==> src/hsv2rgb_pkg.sv <==
package hsv2rgb_pkg;

    typedef enum logic {
        MODEL_HSV = 1'b0,
        MODEL_HSL = 1'b1
    } color_model_t;

    typedef enum logic [2:0] {
        SECTOR_0 = 3'd0,
        SECTOR_1 = 3'd1,
        SECTOR_2 = 3'd2,
        SECTOR_3 = 3'd3,
        SECTOR_4 = 3'd4,
        SECTOR_5 = 3'd5
    } sector_t;

    localparam int SECTOR_BITS = 3;

    // control that travels with each word through the pipe
    typedef struct packed {
        logic         valid;
        color_model_t model;
        sector_t      sector;
    } stage_ctl_t;

endpackage

==> src/hsv_hsl_to_rgb_unit.sv <==
// Channel  Dir  Handshake          Payload
// s_       in   s_valid/s_ready    s_hue, s_saturation, s_brightness, s_alpha_in
// m_       out  m_valid/m_ready    m_red, m_green, m_blue, m_alpha_out
// cfg_     in   cfg_valid/cfg_ready cfg_data (color model, 0 = HSV, 1 = HSL)
//
// Four register stages: hue sector and chroma base, chroma multiply,
// second channel multiply and offset, channel select and add.
// One word per cycle sustained while m_ready is high.
// Each stage holds its word while the next one is full and stalled; bubbles close up.
// Synchronous active-low reset empties the pipe and sets the model to HSV.
module hsv_hsl_to_rgb_unit #(
    parameter int CHANNEL_BITS = 16
) (
    input  logic                    aclk,
    input  logic                    aresetn,
    input  logic                    cfg_valid,
    output logic                    cfg_ready,
    input  logic                    cfg_data,
    input  logic                    s_valid,
    output logic                    s_ready,
    input  logic [CHANNEL_BITS-1:0] s_hue,
    input  logic [CHANNEL_BITS-1:0] s_saturation,
    input  logic [CHANNEL_BITS-1:0] s_brightness,
    input  logic [CHANNEL_BITS-1:0] s_alpha_in,
    output logic                    m_valid,
    input  logic                    m_ready,
    output logic [CHANNEL_BITS-1:0] m_red,
    output logic [CHANNEL_BITS-1:0] m_green,
    output logic [CHANNEL_BITS-1:0] m_blue,
    output logic [CHANNEL_BITS-1:0] m_alpha_out
);

    localparam int N = CHANNEL_BITS;

    hsv2rgb_pkg::color_model_t model_reg, model_next;

    hsv2rgb_pkg::stage_ctl_t ctl1, ctl2, ctl3;
    logic         rdy2, rdy3, rdy4;
    logic [N:0]   k1;
    logic [N-1:0] f1, sat1, bri1, alpha1;
    logic [N-1:0] c2, bri2, alpha2;
    logic [N:0]   fe2;
    logic [N-1:0] c3, x3, m3, alpha3;

    assign cfg_ready = 1'b1;

    always_comb begin
        model_next = model_reg;
        if (cfg_valid && cfg_ready) begin
            model_next = hsv2rgb_pkg::color_model_t'(cfg_data);
        end
    end

    always_ff @(posedge aclk) begin
        if (!aresetn) begin
            model_reg <= hsv2rgb_pkg::MODEL_HSV;
        end else begin
            model_reg <= model_next;
        end
    end

    hsv2rgb_prep #(.CHANNEL_BITS(N)) u_prep (
        .aclk      (aclk),
        .aresetn   (aresetn),
        .in_valid  (s_valid),
        .in_ready  (s_ready),
        .in_model  (model_reg),
        .in_hue    (s_hue),
        .in_sat    (s_saturation),
        .in_bri    (s_brightness),
        .in_alpha  (s_alpha_in),
        .out_ctl   (ctl1),
        .out_ready (rdy2),
        .out_k     (k1),
        .out_f     (f1),
        .out_sat   (sat1),
        .out_bri   (bri1),
        .out_alpha (alpha1)
    );

    hsv2rgb_chroma #(.CHANNEL_BITS(N)) u_chroma (
        .aclk      (aclk),
        .aresetn   (aresetn),
        .in_ctl    (ctl1),
        .in_ready  (rdy2),
        .in_k      (k1),
        .in_f      (f1),
        .in_sat    (sat1),
        .in_bri    (bri1),
        .in_alpha  (alpha1),
        .out_ctl   (ctl2),
        .out_ready (rdy3),
        .out_c     (c2),
        .out_fe    (fe2),
        .out_bri   (bri2),
        .out_alpha (alpha2)
    );

    hsv2rgb_blend #(.CHANNEL_BITS(N)) u_blend (
        .aclk      (aclk),
        .aresetn   (aresetn),
        .in_ctl    (ctl2),
        .in_ready  (rdy3),
        .in_c      (c2),
        .in_fe     (fe2),
        .in_bri    (bri2),
        .in_alpha  (alpha2),
        .out_ctl   (ctl3),
        .out_ready (rdy4),
        .out_c     (c3),
        .out_x     (x3),
        .out_m     (m3),
        .out_alpha (alpha3)
    );

    hsv2rgb_mix #(.CHANNEL_BITS(N)) u_mix (
        .aclk      (aclk),
        .aresetn   (aresetn),
        .in_ctl    (ctl3),
        .in_ready  (rdy4),
        .in_c      (c3),
        .in_x      (x3),
        .in_m      (m3),
        .in_alpha  (alpha3),
        .out_valid (m_valid),
        .out_ready (m_ready),
        .out_red   (m_red),
        .out_green (m_green),
        .out_blue  (m_blue),
        .out_alpha (m_alpha_out)
    );

endmodule

==> src/hsv2rgb_prep.sv <==
module hsv2rgb_prep #(
    parameter int CHANNEL_BITS = 16
) (
    input  logic                          aclk,
    input  logic                          aresetn,
    input  logic                          in_valid,
    output logic                          in_ready,
    input  hsv2rgb_pkg::color_model_t     in_model,
    input  logic [CHANNEL_BITS-1:0]       in_hue,
    input  logic [CHANNEL_BITS-1:0]       in_sat,
    input  logic [CHANNEL_BITS-1:0]       in_bri,
    input  logic [CHANNEL_BITS-1:0]       in_alpha,
    output hsv2rgb_pkg::stage_ctl_t       out_ctl,
    input  logic                          out_ready,
    output logic [CHANNEL_BITS:0]         out_k,
    output logic [CHANNEL_BITS-1:0]       out_f,
    output logic [CHANNEL_BITS-1:0]       out_sat,
    output logic [CHANNEL_BITS-1:0]       out_bri,
    output logic [CHANNEL_BITS-1:0]       out_alpha
);

    localparam int N = CHANNEL_BITS;
    localparam int PW = N + hsv2rgb_pkg::SECTOR_BITS;

    hsv2rgb_pkg::stage_ctl_t ctl_reg, ctl_next;
    logic [N:0]   k_reg, k_next;
    logic [N-1:0] f_reg, f_next;
    logic [N-1:0] sat_reg, sat_next;
    logic [N-1:0] bri_reg, bri_next;
    logic [N-1:0] alpha_reg, alpha_next;
    logic [PW-1:0] hue6;

    assign in_ready = !ctl_reg.valid || out_ready;
    // hue * 6 = hue * 4 + hue * 2
    assign hue6 = PW'({in_hue, 2'b00}) + PW'({in_hue, 1'b0});

    always_comb begin
        ctl_next   = ctl_reg;
        k_next     = k_reg;
        f_next     = f_reg;
        sat_next   = sat_reg;
        bri_next   = bri_reg;
        alpha_next = alpha_reg;
        if (in_ready) begin
            ctl_next.valid = in_valid;
        end
        if (in_ready && in_valid) begin
            ctl_next.model  = in_model;
            ctl_next.sector = hsv2rgb_pkg::sector_t'(hue6[PW-1:N]);
            f_next          = hue6[N-1:0];
            sat_next        = in_sat;
            bri_next        = in_bri;
            alpha_next      = in_alpha;
            if (in_model == hsv2rgb_pkg::MODEL_HSV) begin
                k_next = {1'b0, in_bri};
            end else if (!in_bri[N-1]) begin
                k_next = {in_bri, 1'b0};
            end else begin
                k_next = (N+1)'(0) - {in_bri, 1'b0};
            end
        end
    end

    always_ff @(posedge aclk) begin
        if (!aresetn) begin
            ctl_reg <= '0;
        end else begin
            ctl_reg <= ctl_next;
        end
        k_reg     <= k_next;
        f_reg     <= f_next;
        sat_reg   <= sat_next;
        bri_reg   <= bri_next;
        alpha_reg <= alpha_next;
    end

    assign out_ctl   = ctl_reg;
    assign out_k     = k_reg;
    assign out_f     = f_reg;
    assign out_sat   = sat_reg;
    assign out_bri   = bri_reg;
    assign out_alpha = alpha_reg;

endmodule

==> src/hsv2rgb_chroma.sv <==
module hsv2rgb_chroma #(
    parameter int CHANNEL_BITS = 16
) (
    input  logic                          aclk,
    input  logic                          aresetn,
    input  hsv2rgb_pkg::stage_ctl_t       in_ctl,
    output logic                          in_ready,
    input  logic [CHANNEL_BITS:0]         in_k,
    input  logic [CHANNEL_BITS-1:0]       in_f,
    input  logic [CHANNEL_BITS-1:0]       in_sat,
    input  logic [CHANNEL_BITS-1:0]       in_bri,
    input  logic [CHANNEL_BITS-1:0]       in_alpha,
    output hsv2rgb_pkg::stage_ctl_t       out_ctl,
    input  logic                          out_ready,
    output logic [CHANNEL_BITS-1:0]       out_c,
    output logic [CHANNEL_BITS:0]         out_fe,
    output logic [CHANNEL_BITS-1:0]       out_bri,
    output logic [CHANNEL_BITS-1:0]       out_alpha
);

    localparam int N = CHANNEL_BITS;

    hsv2rgb_pkg::stage_ctl_t ctl_reg, ctl_next;
    logic [N-1:0] c_reg, c_next;
    logic [N:0]   fe_reg, fe_next;
    logic [N-1:0] bri_reg, bri_next;
    logic [N-1:0] alpha_reg, alpha_next;
    logic [2*N:0] prod;

    assign in_ready = !ctl_reg.valid || out_ready;
    assign prod = (2*N+1)'(in_k) * (2*N+1)'(in_sat);

    always_comb begin
        ctl_next   = ctl_reg;
        c_next     = c_reg;
        fe_next    = fe_reg;
        bri_next   = bri_reg;
        alpha_next = alpha_reg;
        if (in_ready) begin
            ctl_next.valid = in_ctl.valid;
        end
        if (in_ready && in_ctl.valid) begin
            ctl_next.model  = in_ctl.model;
            ctl_next.sector = in_ctl.sector;
            // chroma stays below one since k is at most one and saturation is below one
            c_next          = prod[2*N-1:N];
            bri_next        = in_bri;
            alpha_next      = in_alpha;
            if (in_ctl.sector[0]) begin
                fe_next = {1'b1, {N{1'b0}}} - {1'b0, in_f};
            end else begin
                fe_next = {1'b0, in_f};
            end
        end
    end

    always_ff @(posedge aclk) begin
        if (!aresetn) begin
            ctl_reg <= '0;
        end else begin
            ctl_reg <= ctl_next;
        end
        c_reg     <= c_next;
        fe_reg    <= fe_next;
        bri_reg   <= bri_next;
        alpha_reg <= alpha_next;
    end

    assign out_ctl   = ctl_reg;
    assign out_c     = c_reg;
    assign out_fe    = fe_reg;
    assign out_bri   = bri_reg;
    assign out_alpha = alpha_reg;

endmodule

==> src/hsv2rgb_blend.sv <==
module hsv2rgb_blend #(
    parameter int CHANNEL_BITS = 16
) (
    input  logic                          aclk,
    input  logic                          aresetn,
    input  hsv2rgb_pkg::stage_ctl_t       in_ctl,
    output logic                          in_ready,
    input  logic [CHANNEL_BITS-1:0]       in_c,
    input  logic [CHANNEL_BITS:0]         in_fe,
    input  logic [CHANNEL_BITS-1:0]       in_bri,
    input  logic [CHANNEL_BITS-1:0]       in_alpha,
    output hsv2rgb_pkg::stage_ctl_t       out_ctl,
    input  logic                          out_ready,
    output logic [CHANNEL_BITS-1:0]       out_c,
    output logic [CHANNEL_BITS-1:0]       out_x,
    output logic [CHANNEL_BITS-1:0]       out_m,
    output logic [CHANNEL_BITS-1:0]       out_alpha
);

    localparam int N = CHANNEL_BITS;

    hsv2rgb_pkg::stage_ctl_t ctl_reg, ctl_next;
    logic [N-1:0] c_reg, c_next;
    logic [N-1:0] x_reg, x_next;
    logic [N-1:0] m_reg, m_next;
    logic [N-1:0] alpha_reg, alpha_next;
    logic [2*N:0] xprod;
    logic [N:0]   c_round;

    assign in_ready = !ctl_reg.valid || out_ready;
    assign xprod    = (2*N+1)'(in_c) * (2*N+1)'(in_fe);
    assign c_round  = {1'b0, in_c} + (N+1)'(1);

    always_comb begin
        ctl_next   = ctl_reg;
        c_next     = c_reg;
        x_next     = x_reg;
        m_next     = m_reg;
        alpha_next = alpha_reg;
        if (in_ready) begin
            ctl_next.valid = in_ctl.valid;
        end
        if (in_ready && in_ctl.valid) begin
            ctl_next.model  = in_ctl.model;
            ctl_next.sector = in_ctl.sector;
            c_next          = in_c;
            x_next          = xprod[2*N-1:N];
            alpha_next      = in_alpha;
            if (in_ctl.model == hsv2rgb_pkg::MODEL_HSL) begin
                m_next = in_bri - c_round[N:1];
            end else begin
                m_next = in_bri - in_c;
            end
        end
    end

    always_ff @(posedge aclk) begin
        if (!aresetn) begin
            ctl_reg <= '0;
        end else begin
            ctl_reg <= ctl_next;
        end
        c_reg     <= c_next;
        x_reg     <= x_next;
        m_reg     <= m_next;
        alpha_reg <= alpha_next;
    end

    assign out_ctl   = ctl_reg;
    assign out_c     = c_reg;
    assign out_x     = x_reg;
    assign out_m     = m_reg;
    assign out_alpha = alpha_reg;

endmodule

==> src/hsv2rgb_mix.sv <==
module hsv2rgb_mix #(
    parameter int CHANNEL_BITS = 16
) (
    input  logic                          aclk,
    input  logic                          aresetn,
    input  hsv2rgb_pkg::stage_ctl_t       in_ctl,
    output logic                          in_ready,
    input  logic [CHANNEL_BITS-1:0]       in_c,
    input  logic [CHANNEL_BITS-1:0]       in_x,
    input  logic [CHANNEL_BITS-1:0]       in_m,
    input  logic [CHANNEL_BITS-1:0]       in_alpha,
    output logic                          out_valid,
    input  logic                          out_ready,
    output logic [CHANNEL_BITS-1:0]       out_red,
    output logic [CHANNEL_BITS-1:0]       out_green,
    output logic [CHANNEL_BITS-1:0]       out_blue,
    output logic [CHANNEL_BITS-1:0]       out_alpha
);

    localparam int N = CHANNEL_BITS;

    logic         valid_reg, valid_next;
    logic [N-1:0] red_reg, red_next;
    logic [N-1:0] green_reg, green_next;
    logic [N-1:0] blue_reg, blue_next;
    logic [N-1:0] alpha_reg, alpha_next;
    logic [N-1:0] r_sel, g_sel, b_sel;

    assign in_ready = !valid_reg || out_ready;

    always_comb begin
        unique case (in_ctl.sector)
            hsv2rgb_pkg::SECTOR_0: begin
                r_sel = in_c;   g_sel = in_x;   b_sel = '0;
            end
            hsv2rgb_pkg::SECTOR_1: begin
                r_sel = in_x;   g_sel = in_c;   b_sel = '0;
            end
            hsv2rgb_pkg::SECTOR_2: begin
                r_sel = '0;     g_sel = in_c;   b_sel = in_x;
            end
            hsv2rgb_pkg::SECTOR_3: begin
                r_sel = '0;     g_sel = in_x;   b_sel = in_c;
            end
            hsv2rgb_pkg::SECTOR_4: begin
                r_sel = in_x;   g_sel = '0;     b_sel = in_c;
            end
            default: begin
                r_sel = in_c;   g_sel = '0;     b_sel = in_x;
            end
        endcase
    end

    always_comb begin
        valid_next = valid_reg;
        red_next   = red_reg;
        green_next = green_reg;
        blue_next  = blue_reg;
        alpha_next = alpha_reg;
        if (in_ready) begin
            valid_next = in_ctl.valid;
        end
        if (in_ready && in_ctl.valid) begin
            red_next   = r_sel + in_m;
            green_next = g_sel + in_m;
            blue_next  = b_sel + in_m;
            alpha_next = in_alpha;
        end
    end

    always_ff @(posedge aclk) begin
        if (!aresetn) begin
            valid_reg <= 1'b0;
        end else begin
            valid_reg <= valid_next;
        end
        red_reg   <= red_next;
        green_reg <= green_next;
        blue_reg  <= blue_next;
        alpha_reg <= alpha_next;
    end

    assign out_valid = valid_reg;
    assign out_red   = red_reg;
    assign out_green = green_reg;
    assign out_blue  = blue_reg;
    assign out_alpha = alpha_reg;

endmodule
==> config.mk <==
export PLATFORM = sky130hd
export DESIGN_NAME = hsv_hsl_to_rgb_unit
export DESIGN_NICKNAME = d
export VERILOG_FILES = /design/src/hsv2rgb_pkg.sv /design/src/hsv_hsl_to_rgb_unit.sv /design/src/hsv2rgb_prep.sv /design/src/hsv2rgb_chroma.sv /design/src/hsv2rgb_blend.sv /design/src/hsv2rgb_mix.sv
export SDC_FILE = /design/constraint.sdc
export NUM_CORES = 2
export LEC_CHECK = 0
export ABC_AREA = 1
export BUFFER_PORTS_ARGS = -buffer_cell sky130_fd_sc_hd__buf_2
export CAP_MARGIN = 0
export CORE_ASPECT_RATIO = 0.7
export CORE_MARGIN = 5
export CORE_UTILIZATION = 56
export DETAILED_ROUTE_END_ITERATION = 6
export GPL_TIMING_DRIVEN = 1
export PLACE_DENSITY = 0.75
export SYNTH_ARGS = -nofsm -noshare
export SYNTH_HDL_FRONTEND = slang
export SYNTH_SLANG_ARGS = --single-unit
==> constraint.sdc <==
create_clock -name aclk -period 8.7 [get_ports aclk]
set_clock_uncertainty 0.05 [all_clocks]
set_input_delay 1.74 -clock aclk [delete_from_list [all_inputs] [get_ports aclk]]
set_output_delay 1.74 -clock aclk [all_outputs]
set_load 0.005 [all_outputs]
Word-level counts from Yosys, hierarchy flattened
Index checks and enable logic that the tools add are counted.
Widths: inputs -> output; s select.
Storage, ports and cells
  register bits after elaboration: 290
  bits of input ports: 70
  word-level logic and storage cells: 71
Cells by class
  add/subtract/negate cells: 9
  multiply operators: 2
  eq/ne operators: 4
  muxes and demuxes: 7
  reductions and logical operators: 20
Operator list (number)
  $pmux 16 s2: 3
  $mux 16: 4
  $add 16x16->16: 3
  $mul 16x17->32: 1
  $mul 17x16->32: 1
  $sub 16x16->16: 2
  $add 18x17->19: 1
  $add 16x1->17 const B: 1
  $sub 1x17->17 const A: 1
  $sub 17x16->17 const A: 1
  $reduce_or 2->1: 6
  $eq 3x2->1 const B: 2
  $logic_and 1x1->1: 4
  $logic_not 1->1: 4
  $logic_or 1x1->1: 4
  $eq 3x1->1 const B: 1
  $eq 3x3->1 const B: 1
  $logic_not 3->1: 1
  $reduce_and 2->1: 1

Depth between registers and ports, before layout
  depth after elaboration: 6
  depth in mapped cells: 25

By module
A second synthesis with hierarchy kept.
Second synthesis, totals
  cells, all modules: 4137
  area, all modules: 33672.3 sq um
Modules (own cells, without submodules)
  hsv2rgb_blend: instances 1, cells an instance 1609, area an instance 12637.1 sq um, seq. area each 2021.9 sq um
  hsv2rgb_chroma: instances 1, cells an instance 1529, area an instance 12054.1 sq um, seq. area each 2052.0 sq um
  hsv2rgb_mix: instances 1, cells an instance 629, area an instance 4986.0 sq um, seq. area each 1941.9 sq um
  hsv2rgb_prep: instances 1, cells an instance 362, area an instance 3942.5 sq um, seq. area each 2502.4 sq um
  hsv_hsl_to_rgb_unit: instances 1, cells an instance 8, area an instance 52.6 sq um, seq. area each 20.0 sq um

Worst setup path before layout
Ideal clock, no wire load.
  path type: flip-flop to flip-flop
  from: reg u_chroma.c_reg[10] (netlist: u_chroma.out_c[10])
  to: reg u_blend.x_reg[13] (netlist: u_blend.out_x[13]) (data pin)
  library setup time: 0.252 ns
  data arrival time: 5.141 ns
  required time: 8.398 ns
  setup slack: 3.257 ns
  cell stages (with the launch flop): 22
  buffers on the path: 2
  clock period less this slack: 5.443 ns
  path through: edfxtp_1 > clkbuf_1 > clkbuf_1 > nand2_1 > fa_1 > inv_1 > fa_1 > fa_1 > fa_1 > fa_1 > inv_1 > fa_1 > inv_1 > ha_1 > nand2_1 > nor2_1 > inv_1 > nor2_2 > nand2_1 > o21bai_1 > nand3_1 > nand2_1
On the way
  cells in the longest elaborated chain, start to end: 1
RTL lines
  start, declared: line hsv2rgb_chroma.sv:24  | logic [N-1:0] c_reg, c_next;
  start signal, assigned: line hsv2rgb_chroma.sv:63  | c_reg <= c_next;
  $mul 16x17->32: line hsv2rgb_blend.sv:31  | assign xprod = (2*N+1)'(in_c) * (2*N+1)'(in_fe);
  via u_blend.xprod[29]: line hsv2rgb_blend.sv:27  | logic [2*N:0] xprod;
  end signal, assigned: line hsv2rgb_blend.sv:64  | x_reg <= x_next;
  end, declared: line hsv2rgb_blend.sv:24  | logic [N-1:0] x_reg, x_next;
The timed path passes the listed nets, and every way through them passes these cells.
A chain may end at the register's enable or synchronous reset.

Worst setup path after layout
  from: reg u_chroma.c_reg[1] (netlist: u_chroma.out_c[1])
  to: reg u_blend.x_reg[3] (netlist: u_blend.out_x[3]) (data pin)
The elaborated chain is that of the path after synthesis.

==> flow_summary_export.csv <==
group,metric,value,unit
floorplan,ios,137,
sta,setup_violations,0,
synth,syn_area,32900,um2
clock_tree,worstSkewPairLatency,630,ps
synth,ys.flop_type,"edfxtp_1",
min_path,hold_path_depth,0,
sta,fin_ws,2620,ps
sta,timing.final.crit_period,6080,ps
worst_setup_path,cp-end-kind,"flop",
worst_setup_path,crit_fanout,20,
clock_tree,cts_tree,"yes",
synth,yosysUniqueCellTypes,47,
synth,ys_warn_count,0,
placement,detailed_place_hpwl,63300,um
global_route,grt_util_all_layers,0.257,
finish,nets,4758,
synth,synth_edf_count,272,
clock_tree,cts_setup_buffers,0,
floorplan,die_w,300,um
worst_setup_path,start_kind,"flop",
sta,rsz0062_at_grt,"no",
min_path,hold_path_class,"flop to flop",
route,num_vias,25400,
worst_setup_path,reg2regPathDepth,21,
min_path,holdPathEnd,"u_mix.out_alpha[4]",
route,wl_per_cell,16.8,um
sta,worst_slew_pin_slew,1100,ps
synth,synth_seq_cells,288,
worst_setup_path,crit_family,"adder cells",
synth,syn_inst,3981,
sta,tns,0,ps
synth,async_flop_share,0,
worst_setup_path,path_depth,21,
synth,yosysSeqAreaShare,0.258,
clock_tree,ctsHoldBuffers,0,
worst_setup_path,worstPathCellList,"nand2_1, fa_1, fa_1, fa_1, inv_1, fa_1, fa_1, inv_1, fa_1, inv_1, ha_1, nand2_1, inv_1, a21oi_1, inv_1, nor2_1, nand2_1, nand2_1, nand2_1, nand2_1, nand2_1",
clock_tree,h-tree-depth,1,
placement,dp_slack,2730,ps
global_route,antenna_found_initial,0,
route,drtPass1Iterations,6,
worst_setup_path,critical_path.slowest_cell,"edfxtp_1",
finish,nFillCells,5004,
finish,largest_reg_flops,17,
floorplan,fp.dieH,213,um
clock_tree,numCtsBuffers,30,
sta,drv_slew,0,
clock_tree,cts_root_buffer,"clkbuf_16",
finish,final_layout_size_suffix_gt1_frac,0.0578,
sta,relSlewSlack,0.270,
synth,synthesis.nets,4729,
worst_setup_path,crit_buf_inv,5,
finish,antenna_cells,0,
clock_tree,clkTransAtPathRegs,60,ps
worst_setup_path,r2r_start,"u_chroma.out_c[1]",
route,wl,80700,um
floorplan,dieArea,63700,um2
global_route,grt_pass1_wl,132000,um
route,final_antenna_net_count,0,
floorplan,initial_utilization,0.564,
floorplan,rows,74,
clock_tree,cts_sinks,288,
route,avgViaCountPerCell,5.30,
sta,finalHoldViolations,0,
min_path,holdCritStartpoint,"u_blend.out_alpha[4]",
worst_setup_path,arrival,6370,ps
outcome,status,"completed",
floorplan,core_area,58200,um2
flow_run,maxCapViolCount,0,
sta,finalCritPeriodShare,0.699,
placement,portBuffers,135,
worst_setup_path,r2r_slack,2620,ps
sta,fmax,164,MHz
clock_tree,max-clock-path-buffers,3,
global_route,grt_pass1_vias,25300,
worst_setup_path,cp_data_required_time,8990,ps
route,drt_iter0_drc,2317,
clock_tree,cts_resized,0,
route,drc,0,
global_route,grt_max_degree,65,
global_route,grt_overflow,0,
worst_setup_path,crit_top_cell,"nand2_1",
placement,gp_congestion,0.985,
worst_setup_path,worstSetupPathType,"flop to flop",
finish,area_growth,6.44,%
worst_setup_path,timing.rr.end,"u_blend.out_x[3]",
synth,syn_area_per_cell,8.26,um2
worst_setup_path,critPathMaxStageDelay,1070,ps
==> placed cells by master, fill, tap and decap left out, drive strengths merged, types with 2 or more instances in the layout <==
master	Yosys	final
edfxtp	272	272
nand2	1094	1094
nand4	24	24
o31ai	5	5
nand3	145	145
nand2b	2	2
clkinv	1	16
or2	5	5
ha	275	275
nand3b	4	4
and2	3	3
dfxtp	16	16
buf	39	142
fa	403	403
bufinv	0	3
o21bai	18	18
o22ai	48	48
a31oi	7	7
o21a	3	3
nor4	4	4
nor2	177	177
xnor2	27	27
nor3	28	28
clkbuf	106	35
inv	954	956
nor3b	2	2
a21oi	150	150
o21ai	91	91
xor2	69	69
a21o	5	5
==> logic make-up (layout without fill, tap and decap cells) <==
logic type,Yosys count,count (layout),share of synthesized area
xor gates and xnor gates,96,96,0.0256
buffers and inverters,1100,1153,0.127
other,1,1,0.000114
AOI/OAI and AO/OA,330,330,0.0561
and+or+nand+nor,1488,1488,0.183
DFF,288,288,0.258
adders and majority gates,678,678,0.350
==> stage by stage <==
step	utilization	area, um2	hold WS [ps]	instances
3_5_place_dp	0.583	34000	355	4738
5_1_grt	0.601	35000	373	4794
2_1_floorplan	-	32900	350	3981
6_report	0.601	35000	367	4794
4_1_cts	0.601	35000	366	4794
3_3_place_gp	0.583	34000	350	4738
==> layout make-up <==
cell class | instances | area, um2 | share of cell area
inverter | 955 | 3590 | 0.103
timing repair buffer | 142 | 728 | 0.0208
sequential | 288 | 8490 | 0.243
multi-input combinational | 2593 | 20200 | 0.578
tap | 760 | 951 | 0.0272
clock inverter | 21 | 233 | 0.00665
clock buffer | 35 | 790 | 0.0226
==> cells in the mapped netlist (5+ instances only) <==
library cell / count / area share
a21o_1: 5 / 0.0011
a21oi_1: 150 / 0.023
a31oi_1: 7 / 0.0013
buf_1: 10 / 0.0011
buf_2: 24 / 0.0037
buf_4: 5 / 0.0011
clkbuf_1: 106 / 0.012
dfxtp_1: 16 / 0.0097
edfxtp_1: 272 / 0.25
fa_1: 403 / 0.25
ha_1: 275 / 0.10
inv_1: 947 / 0.11
inv_2: 7 / 0.00080
nand2_1: 1088 / 0.12
nand2_2: 6 / 0.0011
nand3_1: 141 / 0.021
nand4_1: 24 / 0.0046
nor2_1: 170 / 0.019
nor2_2: 5 / 0.00095
nor3_1: 24 / 0.0037
o21ai_0: 83 / 0.013
o21ai_1: 5 / 0.00076
o21bai_1: 18 / 0.0041
o22ai_1: 45 / 0.0086
o31ai_1: 5 / 0.0011
xnor2_1: 27 / 0.0072
xor2_1: 69 / 0.018
==> worst max path at each step <==
| stage | start | to | slack (ps) |
|---|---|---|---|
| 3_3_place_gp | u_chroma.out_c[1] | u_blend.out_x[7] | 2730 |
| 4_1_cts | u_chroma.out_c[1] | u_blend.out_x[7] | 2680 |
| 6_report | u_chroma.out_c[1] | u_blend.out_x[3] | 2620 |
| 5_1_grt | u_chroma.out_c[1] | u_blend.out_x[7] | 2310 |
| 3_5_place_dp | u_prep.out_k[7] | u_chroma.out_c[11] | 2730 |
| 2_1_floorplan | u_chroma.out_c[10] | u_blend.out_x[13] | 3260 |
==> layer usage <==
metal  track usage  vias up  share of wire
met5             0        -              0
met4        0.0597        0          0.024
met3        0.0566      140          0.097
li1              -    12200              -
met1         0.383    12000           0.45
met2         0.389     1045           0.43
Power is left out: the tool's default activity adds up to more than one toggle a clock period on the data nets, which glitch-free logic cannot reach.
